`src/rtl/assert_macros.svh`:
```
// Assertion macros shared by the encoder's RTL files.
// Has no dependencies; files that assert include it by name.
`ifndef ASSERT_MACROS_SVH
`define ASSERT_MACROS_SVH

// The expression holds at every clock edge outside reset.
`define HEXE_ASSERT_ALWAYS(label, clk_s, rstn_s, expr) \
	label: assert property (@(posedge clk_s) disable iff (!rstn_s) (expr)) \
		else $error("assertion failed");

// Whenever the antecedent holds, the consequent holds in the same cycle.
`define HEXE_ASSERT_IMPLY(label, clk_s, rstn_s, ante, cons) \
	label: assert property (@(posedge clk_s) disable iff (!rstn_s) (ante) |-> (cons)) \
		else $error("assertion failed");

`endif

```
`src/rtl/hexe_pkg.sv`:
```
// Types, character codes and helper functions for the hex escape encoder.
// No dependencies; the front and back ends, queue, top level and testbench import it.
package hexe_pkg;

	localparam int CAP_W = 16;
	localparam int QUEUE_DEPTH = 4;
	localparam int QPTR_W = 2;
	localparam int QCNT_W = 3;

	localparam logic [7:0] CH_NUL = 8'h00;
	localparam logic [7:0] CH_LT = 8'h3C;
	localparam logic [7:0] CH_GT = 8'h3E;
	localparam logic [7:0] CH_ZERO = 8'h30;
	localparam logic [7:0] CH_A = 8'h41;
	localparam logic [7:0] PRINT_LO = 8'h21;
	localparam logic [7:0] PRINT_HI = 8'h7E;
	localparam logic [3:0] DIGIT_LIMIT = 4'hA;

	localparam logic [0:0] FUNC_DATA = 1'b0;
	localparam logic [0:0] FUNC_END = 1'b1;

	localparam logic REG_CAPACITY = 1'b0;
	localparam logic [CAP_W-1:0] CAPACITY_RESET = 16'hFFFF;

	typedef enum logic [1:0] {
		ST_OK = 2'd0,
		ST_DONE = 2'd1,
		ST_OVERFLOW = 2'd2
	} status_t;

	// One queue word: up to three characters, emitted lowest index first.
	typedef struct packed {
		logic [2:0][7:0] chars;
		logic [1:0] num;
		status_t status;
	} hexe_entry_t;

	typedef struct packed {
		logic empty;
		logic full;
	} hexe_qstat_t;

	function automatic logic [7:0] hex_digit(input logic [3:0] nib);
		if (nib < DIGIT_LIMIT) begin
			hex_digit = CH_ZERO + {4'b0000, nib};
		end else begin
			hex_digit = CH_A + {4'b0000, nib - DIGIT_LIMIT};
		end
	endfunction

endpackage

```
`src/rtl/hexe_in_if.sv`:
```
// Input stream channel of the encoder: one byte or end marker per word.
// No dependencies.
interface hexe_in_if;
	logic valid;
	logic ready;
	logic [0:0] func;
	logic [7:0] data_byte;

	modport source(output valid, output func, output data_byte, input ready);
	modport sink(input valid, input func, input data_byte, output ready);
endinterface

```
`src/rtl/hexe_out_if.sv`:
```
// Output stream channel of the encoder: one text character per word.
// No dependencies.
interface hexe_out_if;
	logic valid;
	logic ready;
	logic [7:0] out_char;
	logic out_last;
	logic [1:0] status;

	modport source(output valid, output out_char, output out_last, output status, input ready);
	modport sink(input valid, input out_char, input out_last, input status, output ready);
endinterface

```
`src/rtl/hexe_front.sv`:
```
// Front end: accepts input words, classifies them, keeps the buffer state
// and pushes the characters to emit into the queue. Uses hexe_pkg, hexe_in_if.
module hexe_front import hexe_pkg::*; #(
	parameter int COUNT_WIDTH = 16
) (
	input logic clk,
	input logic arst_n,
	hexe_in_if.sink byte_in,
	input logic [CAP_W-1:0] capacity,
	input hexe_qstat_t q_stat,
	output logic push,
	output hexe_entry_t entry
);

	localparam int SUM_W = ((COUNT_WIDTH > CAP_W) ? COUNT_WIDTH : CAP_W) + 1;

	logic hex_mode_q;
	logic overflowed_q;
	logic [COUNT_WIDTH-1:0] count_q;

	logic hex_mode_d;
	logic overflowed_d;
	logic [COUNT_WIDTH-1:0] count_d;

	logic accept;
	logic printable;
	logic [COUNT_WIDTH-1:0] count_p1;
	logic [COUNT_WIDTH-1:0] plain_base;
	logic [SUM_W-1:0] cap_ext;
	logic fit_open;
	logic fit_run;
	logic fit_plain;
	logic [7:0] dig_hi;
	logic [7:0] dig_lo;

	assign byte_in.ready = !q_stat.full;
	assign accept = byte_in.valid && byte_in.ready;

	assign printable = (byte_in.data_byte >= PRINT_LO) && (byte_in.data_byte <= PRINT_HI)
		&& (byte_in.data_byte != CH_LT);
	assign cap_ext = SUM_W'(capacity);
	assign count_p1 = count_q + COUNT_WIDTH'(1);
	// A plain byte after a run is checked after the closing '>' is counted.
	assign plain_base = hex_mode_q ? count_p1 : count_q;
	assign fit_open = (SUM_W'(count_q) + SUM_W'(5)) <= cap_ext;
	assign fit_run = (SUM_W'(count_q) + SUM_W'(4)) <= cap_ext;
	assign fit_plain = (SUM_W'(plain_base) + SUM_W'(2)) <= cap_ext;
	assign dig_hi = hex_digit(byte_in.data_byte[7:4]);
	assign dig_lo = hex_digit(byte_in.data_byte[3:0]);

	always_comb begin
		entry = '0;
		entry.status = ST_OK;
		hex_mode_d = hex_mode_q;
		overflowed_d = overflowed_q;
		count_d = count_q;
		if (byte_in.func == FUNC_END) begin
			if (!overflowed_q && hex_mode_q) begin
				entry.chars[0] = CH_GT;
				entry.chars[1] = CH_NUL;
				entry.num = 2'd2;
			end else begin
				entry.chars[0] = CH_NUL;
				entry.num = 2'd1;
			end
			entry.status = overflowed_q ? ST_OVERFLOW : ST_DONE;
			hex_mode_d = 1'b0;
			overflowed_d = 1'b0;
			count_d = '0;
		end else if (overflowed_q) begin
			entry.num = 2'd0;
		end else if (!printable) begin
			if (!hex_mode_q) begin
				if (!fit_open) begin
					overflowed_d = 1'b1;
				end else begin
					entry.chars[0] = CH_LT;
					entry.chars[1] = dig_hi;
					entry.chars[2] = dig_lo;
					entry.num = 2'd3;
					count_d = count_q + COUNT_WIDTH'(3);
					hex_mode_d = 1'b1;
				end
			end else if (!fit_run) begin
				overflowed_d = 1'b1;
			end else begin
				entry.chars[0] = dig_hi;
				entry.chars[1] = dig_lo;
				entry.num = 2'd2;
				count_d = count_q + COUNT_WIDTH'(2);
			end
		end else begin
			hex_mode_d = 1'b0;
			if (hex_mode_q) begin
				entry.chars[0] = CH_GT;
				entry.chars[1] = byte_in.data_byte;
				entry.num = fit_plain ? 2'd2 : 2'd1;
			end else begin
				entry.chars[0] = byte_in.data_byte;
				entry.num = fit_plain ? 2'd1 : 2'd0;
			end
			if (fit_plain) begin
				count_d = plain_base + COUNT_WIDTH'(1);
			end else begin
				count_d = plain_base;
				overflowed_d = 1'b1;
			end
		end
	end

	assign push = accept && (entry.num != 2'd0);

	always_ff @(posedge clk or negedge arst_n) begin
		if (!arst_n) begin
			hex_mode_q <= 1'b0;
			overflowed_q <= 1'b0;
			count_q <= '0;
		end else if (accept) begin
			hex_mode_q <= hex_mode_d;
			overflowed_q <= overflowed_d;
			count_q <= count_d;
		end
	end

endmodule

```
`src/rtl/hexe_fifo.sv`:
```
// Short queue of character groups between the front and back ends.
// Uses hexe_pkg and assert_macros.svh.
`include "assert_macros.svh"
module hexe_fifo import hexe_pkg::*; (
	input logic clk,
	input logic arst_n,
	input logic push,
	input hexe_entry_t push_entry,
	input logic pop,
	output hexe_entry_t head,
	output hexe_qstat_t stat
);

	hexe_entry_t mem_q [QUEUE_DEPTH];
	logic [QPTR_W-1:0] wr_ptr_q;
	logic [QPTR_W-1:0] rd_ptr_q;
	logic [QCNT_W-1:0] count_q;

	assign stat.empty = (count_q == '0);
	assign stat.full = (count_q == QCNT_W'(QUEUE_DEPTH));
	assign head = mem_q[rd_ptr_q];

	always_ff @(posedge clk) begin
		if (push) begin
			mem_q[wr_ptr_q] <= push_entry;
		end
	end

	always_ff @(posedge clk or negedge arst_n) begin
		if (!arst_n) begin
			wr_ptr_q <= '0;
			rd_ptr_q <= '0;
			count_q <= '0;
		end else begin
			if (push) begin
				wr_ptr_q <= wr_ptr_q + QPTR_W'(1);
			end
			if (pop) begin
				rd_ptr_q <= rd_ptr_q + QPTR_W'(1);
			end
			if (push && !pop) begin
				count_q <= count_q + QCNT_W'(1);
			end else if (pop && !push) begin
				count_q <= count_q - QCNT_W'(1);
			end
		end
	end

	`HEXE_ASSERT_ALWAYS(a_count_range, clk, arst_n, count_q <= QCNT_W'(QUEUE_DEPTH))
	`HEXE_ASSERT_IMPLY(a_no_overrun, clk, arst_n, push, !stat.full || pop)
	`HEXE_ASSERT_IMPLY(a_no_underrun, clk, arst_n, pop, !stat.empty)

endmodule

```
`src/rtl/hexe_back.sv`:
```
// Back end: walks the queued character groups and drives the output register one
// character per cycle when not stalled. Uses hexe_pkg, hexe_out_if, assert_macros.svh.
`include "assert_macros.svh"
module hexe_back import hexe_pkg::*; (
	input logic clk,
	input logic arst_n,
	input hexe_entry_t head,
	input hexe_qstat_t q_stat,
	output logic pop,
	hexe_out_if.source char_out
);

	logic [1:0] idx_q;
	logic out_valid_q;
	logic [7:0] out_char_q;
	logic out_last_q;
	status_t out_status_q;

	logic load;
	logic is_last;

	assign load = !q_stat.empty && (!out_valid_q || char_out.ready);
	assign is_last = (idx_q == (head.num - 2'd1));
	assign pop = load && is_last;

	always_ff @(posedge clk or negedge arst_n) begin
		if (!arst_n) begin
			idx_q <= '0;
			out_valid_q <= 1'b0;
		end else begin
			if (load) begin
				idx_q <= is_last ? 2'd0 : idx_q + 2'd1;
				out_valid_q <= 1'b1;
			end else if (char_out.ready) begin
				out_valid_q <= 1'b0;
			end
		end
	end

	always_ff @(posedge clk) begin
		if (load) begin
			out_char_q <= head.chars[idx_q];
			out_last_q <= is_last;
			out_status_q <= is_last ? head.status : ST_OK;
		end
	end

	assign char_out.valid = out_valid_q;
	assign char_out.out_char = out_char_q;
	assign char_out.out_last = out_last_q;
	assign char_out.status = out_status_q;

	`HEXE_ASSERT_IMPLY(a_idx_in_group, clk, arst_n, !q_stat.empty, idx_q < head.num)
	`HEXE_ASSERT_IMPLY(a_idx_idle, clk, arst_n, q_stat.empty, idx_q == 2'd0)
	`HEXE_ASSERT_IMPLY(a_status_on_last, clk, arst_n, out_valid_q && !out_last_q, out_status_q == ST_OK)

endmodule

```
`src/rtl/hex_escape_encoder_core.sv`:
```
// Top level of the hex escape encoder: APB capacity register, front end,
// queue and back end. Uses hexe_pkg, hexe_in_if, hexe_out_if and the submodules.
//
// The encoder turns a stream of binary bytes into text. A printable byte
// (0x21 to 0x7E, except '<') passes through as itself; any other byte becomes
// two upper-case hex digits, and a run of such bytes is enclosed in '<' and
// '>'. An end word (func = 1) closes an open run unless the buffer overflowed
// and emits a NUL, whose status is 1 when the buffer fit or 2 when it
// overflowed; every other character carries status 0, and out_last marks the
// final character of each input word. Before writing a byte the encoder checks
// its character count against the out_capacity register (5 needed to open a
// run, 4 inside a run, 2 for a plain byte); the first failing byte, but for
// the '>' that closes a run before it, and all later data bytes of the buffer
// emit nothing. The front end takes a new input word every cycle as long as
// its four-entry queue has room, and the back end sends one character per
// cycle while the receiver is ready; an input word yields one to three
// characters, none for a dropped byte. The single output port is what limits
// the flow. The first character of a word passes through the queue and the
// output register before it is on the output. out_capacity sits at byte
// address 0 of the APB port, resets to 65535 and should be written only while
// the encoder is idle; a new value applies from the next check on.
module hex_escape_encoder_core import hexe_pkg::*; #(
	parameter int COUNT_WIDTH = 16
) (
	input logic clk,
	input logic arst_n,
	hexe_in_if.sink byte_in,
	hexe_out_if.source char_out,
	input logic psel,
	input logic penable,
	input logic pwrite,
	input logic [2:0] paddr,
	input logic [31:0] pwdata,
	output logic [31:0] prdata,
	output logic pready
);

	logic [CAP_W-1:0] capacity_q;
	logic cfg_write;
	logic push;
	logic pop;
	hexe_entry_t push_entry;
	hexe_entry_t head;
	hexe_qstat_t q_stat;

	// Registers sit on 32-bit words; paddr[2] selects the word.
	assign pready = 1'b1;
	assign cfg_write = psel && penable && pwrite && pready;
	assign prdata = (paddr[2] == REG_CAPACITY) ? {{(32 - CAP_W){1'b0}}, capacity_q} : '0;

	always_ff @(posedge clk or negedge arst_n) begin
		if (!arst_n) begin
			capacity_q <= CAPACITY_RESET;
		end else if (cfg_write && (paddr[2] == REG_CAPACITY)) begin
			capacity_q <= pwdata[CAP_W-1:0];
		end
	end

	// Front end: classification and buffer state, one word per cycle while the queue has room.
	hexe_front #(
		.COUNT_WIDTH(COUNT_WIDTH)
	) u_front (
		.clk(clk),
		.arst_n(arst_n),
		.byte_in(byte_in),
		.capacity(capacity_q),
		.q_stat(q_stat),
		.push(push),
		.entry(push_entry)
	);

	// Queue of character groups that decouples the two ends.
	hexe_fifo u_fifo (
		.clk(clk),
		.arst_n(arst_n),
		.push(push),
		.push_entry(push_entry),
		.pop(pop),
		.head(head),
		.stat(q_stat)
	);

	// Back end: serializes each group onto the output word by word.
	hexe_back u_back (
		.clk(clk),
		.arst_n(arst_n),
		.head(head),
		.q_stat(q_stat),
		.pop(pop),
		.char_out(char_out)
	);

endmodule

```
`src/flat_wrapper.sv`:
```
// flat-port wrapper written by rule: the top's interface ports become plain ports
module hex_escape_encoder_core_flat import hexe_pkg::*;
#(
	parameter int COUNT_WIDTH = 16
)
  (clk, arst_n, psel, penable, pwrite, paddr, pwdata, prdata, pready, byte_in_valid, byte_in_func, byte_in_data_byte, byte_in_ready, char_out_valid, char_out_out_char, char_out_out_last, char_out_status, char_out_ready);
  hexe_in_if byte_in_i ();
  hexe_out_if char_out_i ();
  input logic clk;
  input logic arst_n;
  input logic psel;
  input logic penable;
  input logic pwrite;
  input logic [2:0] paddr;
  input logic [31:0] pwdata;
  output logic [31:0] prdata;
  output logic pready;
  input wire logic [$bits(byte_in_i.valid)-1:0] byte_in_valid;
  input wire logic [$bits(byte_in_i.func)-1:0] byte_in_func;
  input wire logic [$bits(byte_in_i.data_byte)-1:0] byte_in_data_byte;
  output wire logic [$bits(byte_in_i.ready)-1:0] byte_in_ready;
  output wire logic [$bits(char_out_i.valid)-1:0] char_out_valid;
  output wire logic [$bits(char_out_i.out_char)-1:0] char_out_out_char;
  output wire logic [$bits(char_out_i.out_last)-1:0] char_out_out_last;
  output wire logic [$bits(char_out_i.status)-1:0] char_out_status;
  input wire logic [$bits(char_out_i.ready)-1:0] char_out_ready;
  assign byte_in_i.valid = byte_in_valid;
  assign byte_in_i.func = byte_in_func;
  assign byte_in_i.data_byte = byte_in_data_byte;
  assign byte_in_ready = byte_in_i.ready;
  assign char_out_valid = char_out_i.valid;
  assign char_out_out_char = char_out_i.out_char;
  assign char_out_out_last = char_out_i.out_last;
  assign char_out_status = char_out_i.status;
  assign char_out_i.ready = char_out_ready;
  hex_escape_encoder_core #(.COUNT_WIDTH(COUNT_WIDTH)) u_core (.clk(clk), .arst_n(arst_n), .byte_in(byte_in_i), .char_out(char_out_i), .psel(psel), .penable(penable), .pwrite(pwrite), .paddr(paddr), .pwdata(pwdata), .prdata(prdata), .pready(pready));
endmodule
```
`config.mk`:
```
export PLATFORM = sky130hd
export DESIGN_NAME = hex_escape_encoder_core_flat
export DESIGN_NICKNAME = d
export VERILOG_FILES = /design/src/rtl/hexe_pkg.sv /design/src/rtl/hexe_in_if.sv /design/src/rtl/hexe_out_if.sv /design/src/rtl/hexe_front.sv /design/src/rtl/hexe_fifo.sv /design/src/rtl/hexe_back.sv /design/src/rtl/hex_escape_encoder_core.sv /design/src/flat_wrapper.sv
export VERILOG_INCLUDE_DIRS = /design/src /design/src/rtl
export SDC_FILE = /design/constraint.sdc
export NUM_CORES = 1
export LEC_CHECK = 0
export ABC_AREA = 1
export BUFFER_PORTS_ARGS = -buffer_cell sky130_fd_sc_hd__buf_2
export CAP_MARGIN = 20
export CORE_ASPECT_RATIO = 2
export CORE_UTILIZATION = 30
export DETAILED_ROUTE_END_ITERATION = 7
export PLACE_DENSITY_LB_ADDON = 0.1
export SYNTH_ARGS = -nofsm -noshare
export SYNTH_HDL_FRONTEND = slang
export SYNTH_SLANG_ARGS = --single-unit
```
`constraint.sdc`:
```
create_clock -name clk -period 5.9 [get_ports clk]
set_clock_uncertainty 0.05 [all_clocks]
set_input_delay 0.885 -clock clk [delete_from_list [all_inputs] [get_ports clk]]
set_output_delay 0.885 -clock clk [all_outputs]
set_load 0.02 [all_outputs]
```
==> flow_metrics.py, run 1 <==
metrics = {
    "placed_design": {
        "gp_congestion": 0.9050,
        "io_buffers": 61,
        "post-place-ws_ns": 0.3129,
        "place_area_mm2": 0.01209,
        "dp_hpwl_mm": 27.92,
    },
    "route": {
        "post_drt_wl_per_cell_um": 19.35,
        "drt-initial-drc-count": 412,
        "drcViolationCount": 0,
        "routed_wl_mm": 35.94,
        "ant_nets": 0,
        "num_vias": 8970,
        "drt_pass1_iterations": 5,
        "vias_per_cell": 4.830,
    },
    "timing": {
        "rsz0062_at_grt": "false",
        "setup_tns_ns": 0,
        "drv_slew": 0,
        "relSlewSlack_pct": 34.32,
        "setup_viol": 0,
        "period_needed_ns": 5.379,
        "worstMarginPinSlew_ns": 0.9821,
        "max_freq_mhz": 185.9,
        "fin_crit_sh_pct": 91.18,
        "fin_ws_ns": 0.5205,
        "finalHoldViolCount": 0,
    },
    "setup_path": {
        "r2r_setup_slack_ns": 0.52,
        "slowest_stage": "dfrtp_1",
        "arrival_ns": 5.66,
        "path_class": "reg -> reg",
        "cp.required_ns": 6.19,
        "cp_common_cell": "nand2_1",
        "cp-end-kind": "flop",
        "cp_slowest_stage_delay_ns": 0.47,
        "cp_max_fo": 6,
        "reg2reg_depth": 36,
        "critPathBufInv": 5,
        "crit_family": "simple AND/OR/NAND/NOR gates",
        "path_depth": 36,
        "crit_path_start_kind": "flop",
    },
    "synthesis": {
        "synth_area_mm2": 0.01106,
        "async_flop_share_pct": 26.99,
        "yosysTopAreaCell": "edfxtp_1",
        "synth.distinct_cells": 59,
        "synth_seq_cells": 163,
        "synthFlopType": "edfxtp_1",
        "seq_area_frac_synth_pct": 42.45,
        "yosysTopAreaCellShare_pct": 32.31,
        "yosys-top-cells-area": "edfxtp_1 (32%), ha_1 (8.5%), nand2_1 (7.8%)",
        "syn-instance-count": 1301,
        "syn_area_per_cell_um2": 8.501,
        "ys_warn_count": 0,
        "synth-edff-count": 119,
    },
    "power": {
        "leakage_nw": 5.695,
        "vdd_drop_max_mv": 0.2339,
        "power_density_mw_per_mm2": 471.5,
    },
    "run_status": {
        "outcome": "complete, no violations",
    },
    "die": {
        "core_area_mm2": 0.03642,
        "io_pins": 97,
        "placementRows": 99,
        "fp.dieArea_mm2": 0.03768,
        "die_x_um": 137.8,
        "start_util_pct": 30.37,
        "die_h_um": 273.5,
    },
    "global_route": {
        "grt_max_degree": 55,
        "grt_first_pass_wirelength_mm": 54.37,
        "antenna_found_initial": 0,
        "grt_overflow": 0,
        "grt_pass1_vias": 9223,
        "grt_usage_pct": 20.23,
    },
    "clock_tree": {
        "cts_root_buffer": "clkbuf_16",
        "clockBufferDepth": 2,
        "clock_sinks": 163,
        "cts_tree": "done",
        "clock_latency_ns": 0.44,
        "h-tree-depth": 4,
        "path_clk_slew_ns": 0.07,
        "numCtsBuffers": 17,
        "hold_buffers": 0,
        "post-cts-setup-buffer-count": 0,
    },
    "job": {
        "max-cap-violations": 0,
    },
    "cells_and_area": {
        "stdcell_area_mm2": 0.01267,
        "fin_nets": 1517,
        "drive_gt1_share_pct": 17.03,
        "antenna_cells": 0,
        "area_growth_pct": 14.59,
    },
    "min_path": {
        "min_path_type": "reg -> reg",
        "holdPathStages": 1,
    },
}
## cell usage in the layout, fill, tap and decap left out, drive strengths merged, types with 53 or more instances in the layout
cell type | Yosys | final
ha | 75 | 75
a21oi | 53 | 53
xor2 | 67 | 67
inv | 155 | 163
nand2 | 254 | 254
o21ai | 92 | 92
nor2 | 190 | 190
buf | 36 | 111
edfxtp | 119 | 119
nand3 | 73 | 73
## path summary, 6_finish.rpt
path | start | end
max | u_core.u_front.count_q[0] | u_core.u_fifo.count_q[1]
min | u_core.u_fifo.count_q[0] | u_core.u_fifo.count_q[0]
max reg2reg | u_core.u_front.count_q[0] | u_core.u_fifo.count_q[1]
min reg2reg | u_core.u_fifo.count_q[0] | u_core.u_fifo.count_q[0]
max in group asynchronous | arst_n | u_core.u_front.count_q[1]
min in group asynchronous | arst_n | u_core.u_fifo.count_q[1]
## sequential cells by signal, indices dropped and copies added, names as in the netlist
name and count:
u_core.u_fifo.mem_q 108, u_core.capacity_q 16, u_core.u_front.count_q 16, u_core.u_back.char_out.out_char 8
u_core.u_fifo.count_q 3, u_core.u_back.char_out.status 2, u_core.u_back.idx_q 2, u_core.u_fifo.rd_ptr_q 2
u_core.u_fifo.wr_ptr_q 2, u_core.u_back.char_out.out_last 1, u_core.u_back.char_out.valid 1, u_core.u_front.hex_mode_q 1
u_core.u_front.overflowed_q 1
## kinds of logic (layout without fill, tap and decap cells)
family                   Yosys count  count (layout)  share of synthesized area (%)
flip-flops                       163             163                          42.45
adder cells (fa/ha/maj)           76              76                          8.666
buffers and inverters            221             300                          8.655
other                              2              25                        0.06791
AO/OA/AOI/OAI                    202             202                          10.88
AND/OR/NAND/NOR                  564             564                          22.99
XOR/XNOR                          73              73                          6.290
## cell usage after synthesis (5+ instances only)
cell and number:
nand2_1 231, nor2_1 177, inv_1 143, edfxtp_1 119, o21ai_0 89, ha_1 75, nand3_1 67, xor2_1 61
a21oi_1 52, clkbuf_1 28, dfrtp_1 28, buf_4 22, o221ai_1 18, nand2_2 17, nand4_1 17, dfstp_2 16
nor3_1 16, inv_2 12, o22ai_1 10, buf_2 9, nor2_2 9, nor3_2 8, a32o_1 6, nand2_4 6
xnor2_1 6, xor2_2 5
## report_power, final
group	internal (mW)	switching (mW)
registers	1.65	0.186
clock network	0.595	0.512
logic	0.981	2.05
total	3.23	2.75
## timing repair
item / 4_1_cts / 5_1_grt
resized for setup: 0 / 3
setup endpoints to repair: 0 / 2
hold endpoints to repair: 0 / 0
## final cells by class
class | count | area [µm²]
Clock buffer | 18 | 429.2
Clock inverter | 14 | 142.6
Fill cell | 3851 | 23740
Inverter | 157 | 589.3
Multi-Input combinational cell | 940 | 5518
Sequential cell | 163 | 4696
Tap cell | 454 | 568.0
Timing Repair Buffer | 111 | 730.7
## layer usage
metal  vias to the layer above  track usage [%]  wire length (µm)
met1                      4224            17.29             11610
met4                         0            14.22              2649
li1                       4474                -                 -
met2                       190            41.06             21040
met5                         -                0                 0
met3                        82            2.370               646
## worst reg2reg max path: cells and delay by family, from the launching register on
family	cells	cell delay, ns
compound gates	5	0.71
xor+xnor	1	0.23
fa+ha+maj	5	1.35
buf+inv	5	0.44
flops	1	0.47
simple gates	20	2.03
## per-stage QoR
| stage | std cells | power (mW) | util (%) | hold slack (ns) |
|---|---|---|---|---|
| 6_report | 1857 | 5.976 | 34.80 | 0.4808 |
| 5_1_grt | 1857 | 6.444 | 34.80 | 0.5190 |
| 4_1_cts | 1857 | 6.052 | 34.78 | 0.4893 |
| 3_5_place_dp | 1825 | 4.924 | 33.21 | 0.4741 |
| 3_3_place_gp | 1825 | 4.918 | 33.21 | 0.4750 |
| 2_1_floorplan | 1324 | 3.834 | - | 0.4317 |
No activity file was read; power rests on OpenSTA's default activity.
==> inputs of run 2 (changes only) <==
--- a/config.mk
+++ b/config.mk
@@ -9,6 +9,8 @@
 export ABC_AREA = 1
 export BUFFER_PORTS_ARGS = -buffer_cell sky130_fd_sc_hd__buf_2
 export CAP_MARGIN = 20
+export CELL_PAD_IN_SITES_DETAIL_PLACEMENT = 1
+export CELL_PAD_IN_SITES_GLOBAL_PLACEMENT = 1
 export CORE_ASPECT_RATIO = 2
 export CORE_UTILIZATION = 30
 export DETAILED_ROUTE_END_ITERATION = 7
==> run 2 against run 1 <==
Effect of this change: combinational power about the same; die area is the same; first-iteration DRC count fell by 20%; final area decreased by 1.1%; total power is 1.4% higher; highest routed layer unchanged.
==> flow_metrics.py, run 2 (synthesis gave the netlist of run 1 again) <==
metrics = {
    "run_status": {
        "outcome": "complete, no violations",
    },
    "setup_path": {
        "reg2reg_from": "u_core.u_front.count_q[2]",
        "arrival_ns": 5.71,
        "cp-end-kind": "flop",
        "r2r_setup_slack_ns": 0.47,
        "cp_common_cell": "nand2_1",
        "cp_slowest_stage_delay_ns": 0.43,
        "path_class": "reg -> reg",
        "worstReg2RegEnd": "u_core.u_fifo.count_q[2]",
        "cp_max_fo": 7,
        "cp.required_ns": 6.18,
        "critPathBufInv": 8,
        "crit_family": "simple AND/OR/NAND/NOR gates",
        "crit_path_start_kind": "flop",
        "slowest_stage": "fa_1",
        "reg2reg_depth": 37,
    },
    "placed_design": {
        "gp_congestion": 0.8483,
        "dp_cells": 1807,
        "dp_hpwl_mm": 29.87,
        "post-place-ws_ns": 0.3379,
        "io_buffers": 61,
        "place_area_mm2": 0.01191,
    },
    "clock_tree": {
        "clockBufferDepth": 2,
        "h-tree-depth": 4,
        "hold_buffers": 0,
        "numCtsBuffers": 17,
        "path_clk_slew_ns": 0.07,
        "clock_latency_ns": 0.45,
        "cts_root_buffer": "clkbuf_16",
        "cts_tree": "done",
        "clock_sinks": 163,
    },
    "timing": {
        "finalHoldViolCount": 0,
        "fin_ws_ns": 0.4662,
        "max_freq_mhz": 184.0,
        "setup_viol": 0,
        "worstMarginPinSlew_ns": 1.013,
        "relSlewSlack_pct": 32.27,
        "period_needed_ns": 5.434,
        "drv_slew": 0,
        "rsz0062_at_grt": "false",
        "setup_tns_ns": 0,
        "timing.hold.ws_ns": 0.4810,
        "fin_crit_sh_pct": 92.10,
    },
    "route": {
        "vias_per_cell": 4.946,
        "drcViolationCount": 0,
        "ant_nets": 0,
        "drt_pass1_iterations": 4,
        "post_drt_wl_per_cell_um": 20.62,
        "drt-initial-drc-count": 329,
        "num_vias": 9090,
        "routed_wl_mm": 37.91,
    },
    "job": {
        "max-cap-violations": 0,
    },
    "die": {
        "core_area_mm2": 0.03642,
        "start_util_pct": 30.37,
        "die_h_um": 273.5,
        "placementRows": 99,
        "fp.dieArea_mm2": 0.03768,
        "io_pins": 97,
        "die_x_um": 137.8,
    },
    "cells_and_area": {
        "stdcell_area_mm2": 0.01253,
        "layout_common_cells": "nand2_1 (231), nor2_1 (173), inv_1 (143)",
        "stdcell_count": 1838,
        "post-route-util_pct": 34.40,
        "fin_nets": 1499,
        "reg_top3": "u_core.u_fifo.mem_q (108), u_core.capacity_q (16), u_core.u_front.count_q (16)",
        "regArea_mm2": 0.004697,
        "drive_gt1_share_pct": 16.04,
        "largest_reg_flops": 108,
        "multiInputGateArea_mm2": 0.005514,
        "area_growth_pct": 13.28,
        "mostFrequentLayoutCell": "nand2_1",
        "regMostFlops": "u_core.u_fifo.mem_q",
        "fillers": 4373,
        "antenna_cells": 0,
    },
    "min_path": {
        "hold_path_startpoint": "u_core.u_fifo.count_q[0]",
        "min_path_type": "reg -> reg",
        "hold_end": "u_core.u_fifo.count_q[0]",
        "holdPathStages": 1,
    },
    "power": {
        "power_density_mw_per_mm2": 483.8,
        "leakage_nw": 5.610,
        "vdd_drop_max_mv": 0.2413,
        "report.power.total_mw": 6.062,
    },
    "global_route": {
        "grt_pass1_vias": 9793,
        "grt_first_pass_wirelength_mm": 57.24,
        "antenna_found_initial": 0,
        "grt_max_degree": 55,
        "grt_overflow": 0,
        "grt_usage_pct": 21.24,
    },
}
[run 2: final cells by class]
type | instances | area share [%]
timing repair buffer | 93 | 4.354
multi-input combinational | 940 | 44.01
clock inverter | 14 | 1.508
tap | 454 | 4.534
inverter | 157 | 4.704
sequential | 163 | 37.49
clock buffer | 17 | 3.396
[run 2: worst reg2reg max path, delay by kind of cell, from the launching register on]
family / cells / cell delay (ns)
compound gates: 5 / 0.63
xor+xnor: 3 / 0.48
fa+ha+maj: 5 / 1.38
buf+inv: 8 / 0.73
flops: 1 / 0.36
simple gates: 16 / 1.67
[run 2: routing by layer]
metal  wire length (µm)  global-route usage [%]  part of all wire (%)  vias to the layer above
met4               2750                   15.02                   7.3                        0
met5                  0                       0                     0                        -
met1              12130                   18.12                    32                     4438
met2              22490                   43.40                    59                      135
li1                   -                       -                     -                     4437
met3                544                   2.130                   1.4                       80
[run 2: worst max-delay path by stage]
stage,start,endpoint,slack (ns),cells after the start
after global routing,u_core.u_front.count_q[2],u_core.u_fifo.count_q[2],0.03,37
after detailed placement,u_core.u_front.count_q[1],u_core.u_fifo.count_q[2],0.34,37
after CTS,u_core.u_front.count_q[1],u_core.u_fifo.count_q[2],0.29,36
after floorplan,u_core.u_front.count_q[3],u_core.u_fifo.mem_q[0][0],0.66,30
final,u_core.u_front.count_q[2],u_core.u_fifo.count_q[2],0.47,37
after global placement,u_core.u_front.count_q[1],u_core.u_fifo.count_q[2],0.41,37
[run 2: power breakdown]
part | leakage [nW] | internal [mW] | switching, mW
Combinational | 3.68 | 0.915 | 2.09
Sequential | 1.64 | 1.66 | 0.197
Clock | 0.296 | 0.678 | 0.525
Total | 5.61 | 3.25 | 2.81
[run 2: what timing repair did]
item                                    CTS  global route
gates resized for setup                   0             3
endpoints found under the setup margin    0             2
setup buffers                             0             0
==> inputs of run 3 (changes only) <==
--- a/config.mk
+++ b/config.mk
@@ -11,7 +11,6 @@
 export CAP_MARGIN = 20
 export CELL_PAD_IN_SITES_DETAIL_PLACEMENT = 1
 export CELL_PAD_IN_SITES_GLOBAL_PLACEMENT = 1
-export CORE_ASPECT_RATIO = 2
 export CORE_UTILIZATION = 30
 export DETAILED_ROUTE_END_ITERATION = 7
 export PLACE_DENSITY_LB_ADDON = 0.1
==> constraint.sdc (replaced) <==
create_clock -name clk -period 5.9 [get_ports clk]
set_clock_uncertainty 0.05 [all_clocks]
set_input_delay 0.295 -clock clk [delete_from_list [all_inputs] [get_ports clk]]
set_output_delay 0.295 -clock clk [all_outputs]
set_load 0.02 [all_outputs]
==> run 3 against run 2 <==
Effect of this change: non-clock buffer count shrank 2; fmax grew 2.9%; hold slack lost 0.44 ns; core utilization grew 0.69 points; sequential share of layout area shrank 0.20 points; sequential power is essentially flat; sequential cell count is the same; die area shrank 0.12%; via count shrank 2.8%; wire length shrank 9.9%; combinational power shrank 2%; final area grew 0.60%; largest power group unchanged.
==> flow_metrics.py, run 3 (synthesis gave the netlist of run 1 again) <==
metrics = {
    "job": {
        "max-cap-violations": 0,
    },
    "setup_path": {
        "cp_common_cell": "nand2_1",
        "slowest_stage": "dfrtp_2",
        "arrival_ns": 5.54,
        "r2r_setup_slack_ns": 0.62,
        "setup.worst_path.end": "u_core.u_fifo.count_q[2]",
        "crit_start": "u_core.u_front.count_q[0]",
        "crit_path_start_kind": "flop",
        "cp.required_ns": 6.16,
        "reg2reg_depth": 37,
        "path_class": "reg -> reg",
        "cp-end-kind": "flop",
        "cp_max_fo": 7,
        "worstReg2RegEnd": "u_core.u_fifo.count_q[2]",
        "cp_slowest_stage_delay_ns": 0.43,
        "reg2reg_from": "u_core.u_front.count_q[0]",
    },
    "power": {
        "report.power.total_mw": 5.933,
        "leakage_nw": 5.602,
        "vdd_drop_max_mv": 0.2085,
        "power_density_mw_per_mm2": 470.8,
    },
    "die": {
        "core_area_mm2": 0.03591,
        "die_x_um": 194,
        "start_util_pct": 30.79,
        "io_pins": 97,
        "placementRows": 69,
        "die_h_um": 194,
        "fp.dieArea_mm2": 0.03764,
    },
    "route": {
        "drcViolationCount": 0,
        "num_vias": 8833,
        "drt-initial-drc-count": 274,
        "ant_nets": 0,
        "routed_wl_mm": 34.14,
        "post_drt_wl_per_cell_um": 18.51,
        "vias_per_cell": 4.790,
        "drt_pass1_iterations": 4,
    },
    "placed_design": {
        "dp_hpwl_mm": 25.49,
        "place_area_mm2": 0.01191,
        "io_buffers": 61,
        "gp_congestion": 0.8315,
    },
    "cells_and_area": {
        "stdcell_area_mm2": 0.01260,
        "fillers": 4278,
        "regMostFlops": "u_core.u_fifo.mem_q",
        "largest_reg_flops": 108,
        "fin_nets": 1497,
        "antenna_cells": 0,
        "mostFrequentLayoutCell": "nand2_1",
        "area_growth_pct": 13.96,
        "reg_top3": "u_core.u_fifo.mem_q (108), u_core.capacity_q (16), u_core.u_front.count_q (16)",
        "drive_gt1_share_pct": 16.34,
        "layout_common_cells": "nand2_1 (230), nor2_1 (170), inv_1 (143)",
    },
    "global_route": {
        "grt_max_degree": 55,
        "grt_first_pass_wirelength_mm": 53.80,
        "grt_overflow": 0,
        "antenna_found_initial": 0,
        "grt_pass1_vias": 9198,
        "grt_usage_pct": 18.77,
    },
    "min_path": {
        "holdPathStages": 3,
        "min_path_type": "in -> reg",
    },
    "timing": {
        "finalHoldViolCount": 0,
        "drv_slew": 0,
        "fin_crit_sh_pct": 89.49,
        "timing.hold.ws_ns": 0.04045,
        "relSlewSlack_pct": 34.17,
        "setup_viol": 0,
        "worstMarginPinSlew_ns": 0.9844,
        "period_needed_ns": 5.280,
        "max_freq_mhz": 189.4,
    },
    "clock_tree": {
        "clock_sinks": 163,
        "path_clk_slew_ns": 0.07,
        "clockBufferDepth": 2,
        "numCtsBuffers": 17,
        "cts_tree": "done",
        "h-tree-depth": 4,
        "cts_root_buffer": "clkbuf_16",
        "clock_latency_ns": 0.43,
    },
    "run_status": {
        "outcome": "complete, no violations",
    },
}
run 3: cell type report:
| class | instances | area (µm²) | area share, % |
|---|---|---|---|
| well taps | 461 | 576.8 | 4.577 |
| clock buffers | 17 | 425.4 | 3.375 |
| flip-flops and latches | 163 | 4700 | 37.29 |
| inverters | 157 | 591.8 | 4.696 |
| multi-input cells | 940 | 5564 | 44.15 |
| clock inverters | 15 | 172.7 | 1.370 |
| repair buffers | 91 | 573.1 | 4.547 |
run 3: through the flow:
stage / TNS [ns] / setup slack [ns] / std cells / utilization, %
after floorplan: 0 / 0.6587 / 1324 / -
after global placement: 0 / 0.3356 / 1808 / 33.16
final: 0 / 0.6203 / 1844 / 35.09
after CTS: 0 / 0.2273 / 1842 / 34.88
after detailed placement: 0 / 0.2666 / 1808 / 33.16
after global routing: -0.009255 / -0.009255 / 1844 / 35.09
run 3: worst min-delay path by stage:
stage	from	endpoint
2_1_floorplan	arst_n	u_core.u_back.char_out.valid
3_3_place_gp	arst_n	u_core.u_front.count_q[10]
3_5_place_dp	arst_n	u_core.u_front.count_q[8]
4_1_cts	pwdata[8]	u_core.capacity_q[8]
5_1_grt	pwdata[13]	u_core.capacity_q[13]
6_report	pwdata[8]	u_core.capacity_q[8]
run 3: what timing repair did:
item | in CTS | in global routing
hold buffers | 2 | 0
resized for setup | 0 | 16
buffers inserted | 0 | 2
endpoints found under the hold margin | 29 | 0
setup endpoints to repair | 0 | 110
run 3: critical path, delay by kind of cell, from the launching register on:
kind	cells	cell delay (ns)
buffers and inverters	5	0.49
adders and majority gates	5	1.23
DFF	1	0.43
xor gates and xnor gates	2	0.41
and+or+nand+nor	19	1.80
AOI/OAI and AO/OA	6	0.76
run 3: routing by layer:
layer | vias to the layer above | global-route usage (%) | wire, µm | part of all wire (%)
met4 | 0 | 6.379 | 785 | 2.3
met3 | 27 | 2.070 | 802 | 2.3
met5 | - | 0 | 0 | 0
li1 | 4432 | - | - | -
met1 | 4262 | 22.72 | 14940 | 44
met2 | 112 | 34.36 | 17610 | 52
run 3: power breakdown:
| group | internal (mW) | switching, mW | leakage [nW] | total [mW] |
|---|---|---|---|---|
| clock | 0.637 | 0.515 | 0.284 | 1.15 |
| combinational | 0.934 | 1.99 | 3.68 | 2.93 |
| sequential | 1.66 | 0.197 | 1.63 | 1.85 |
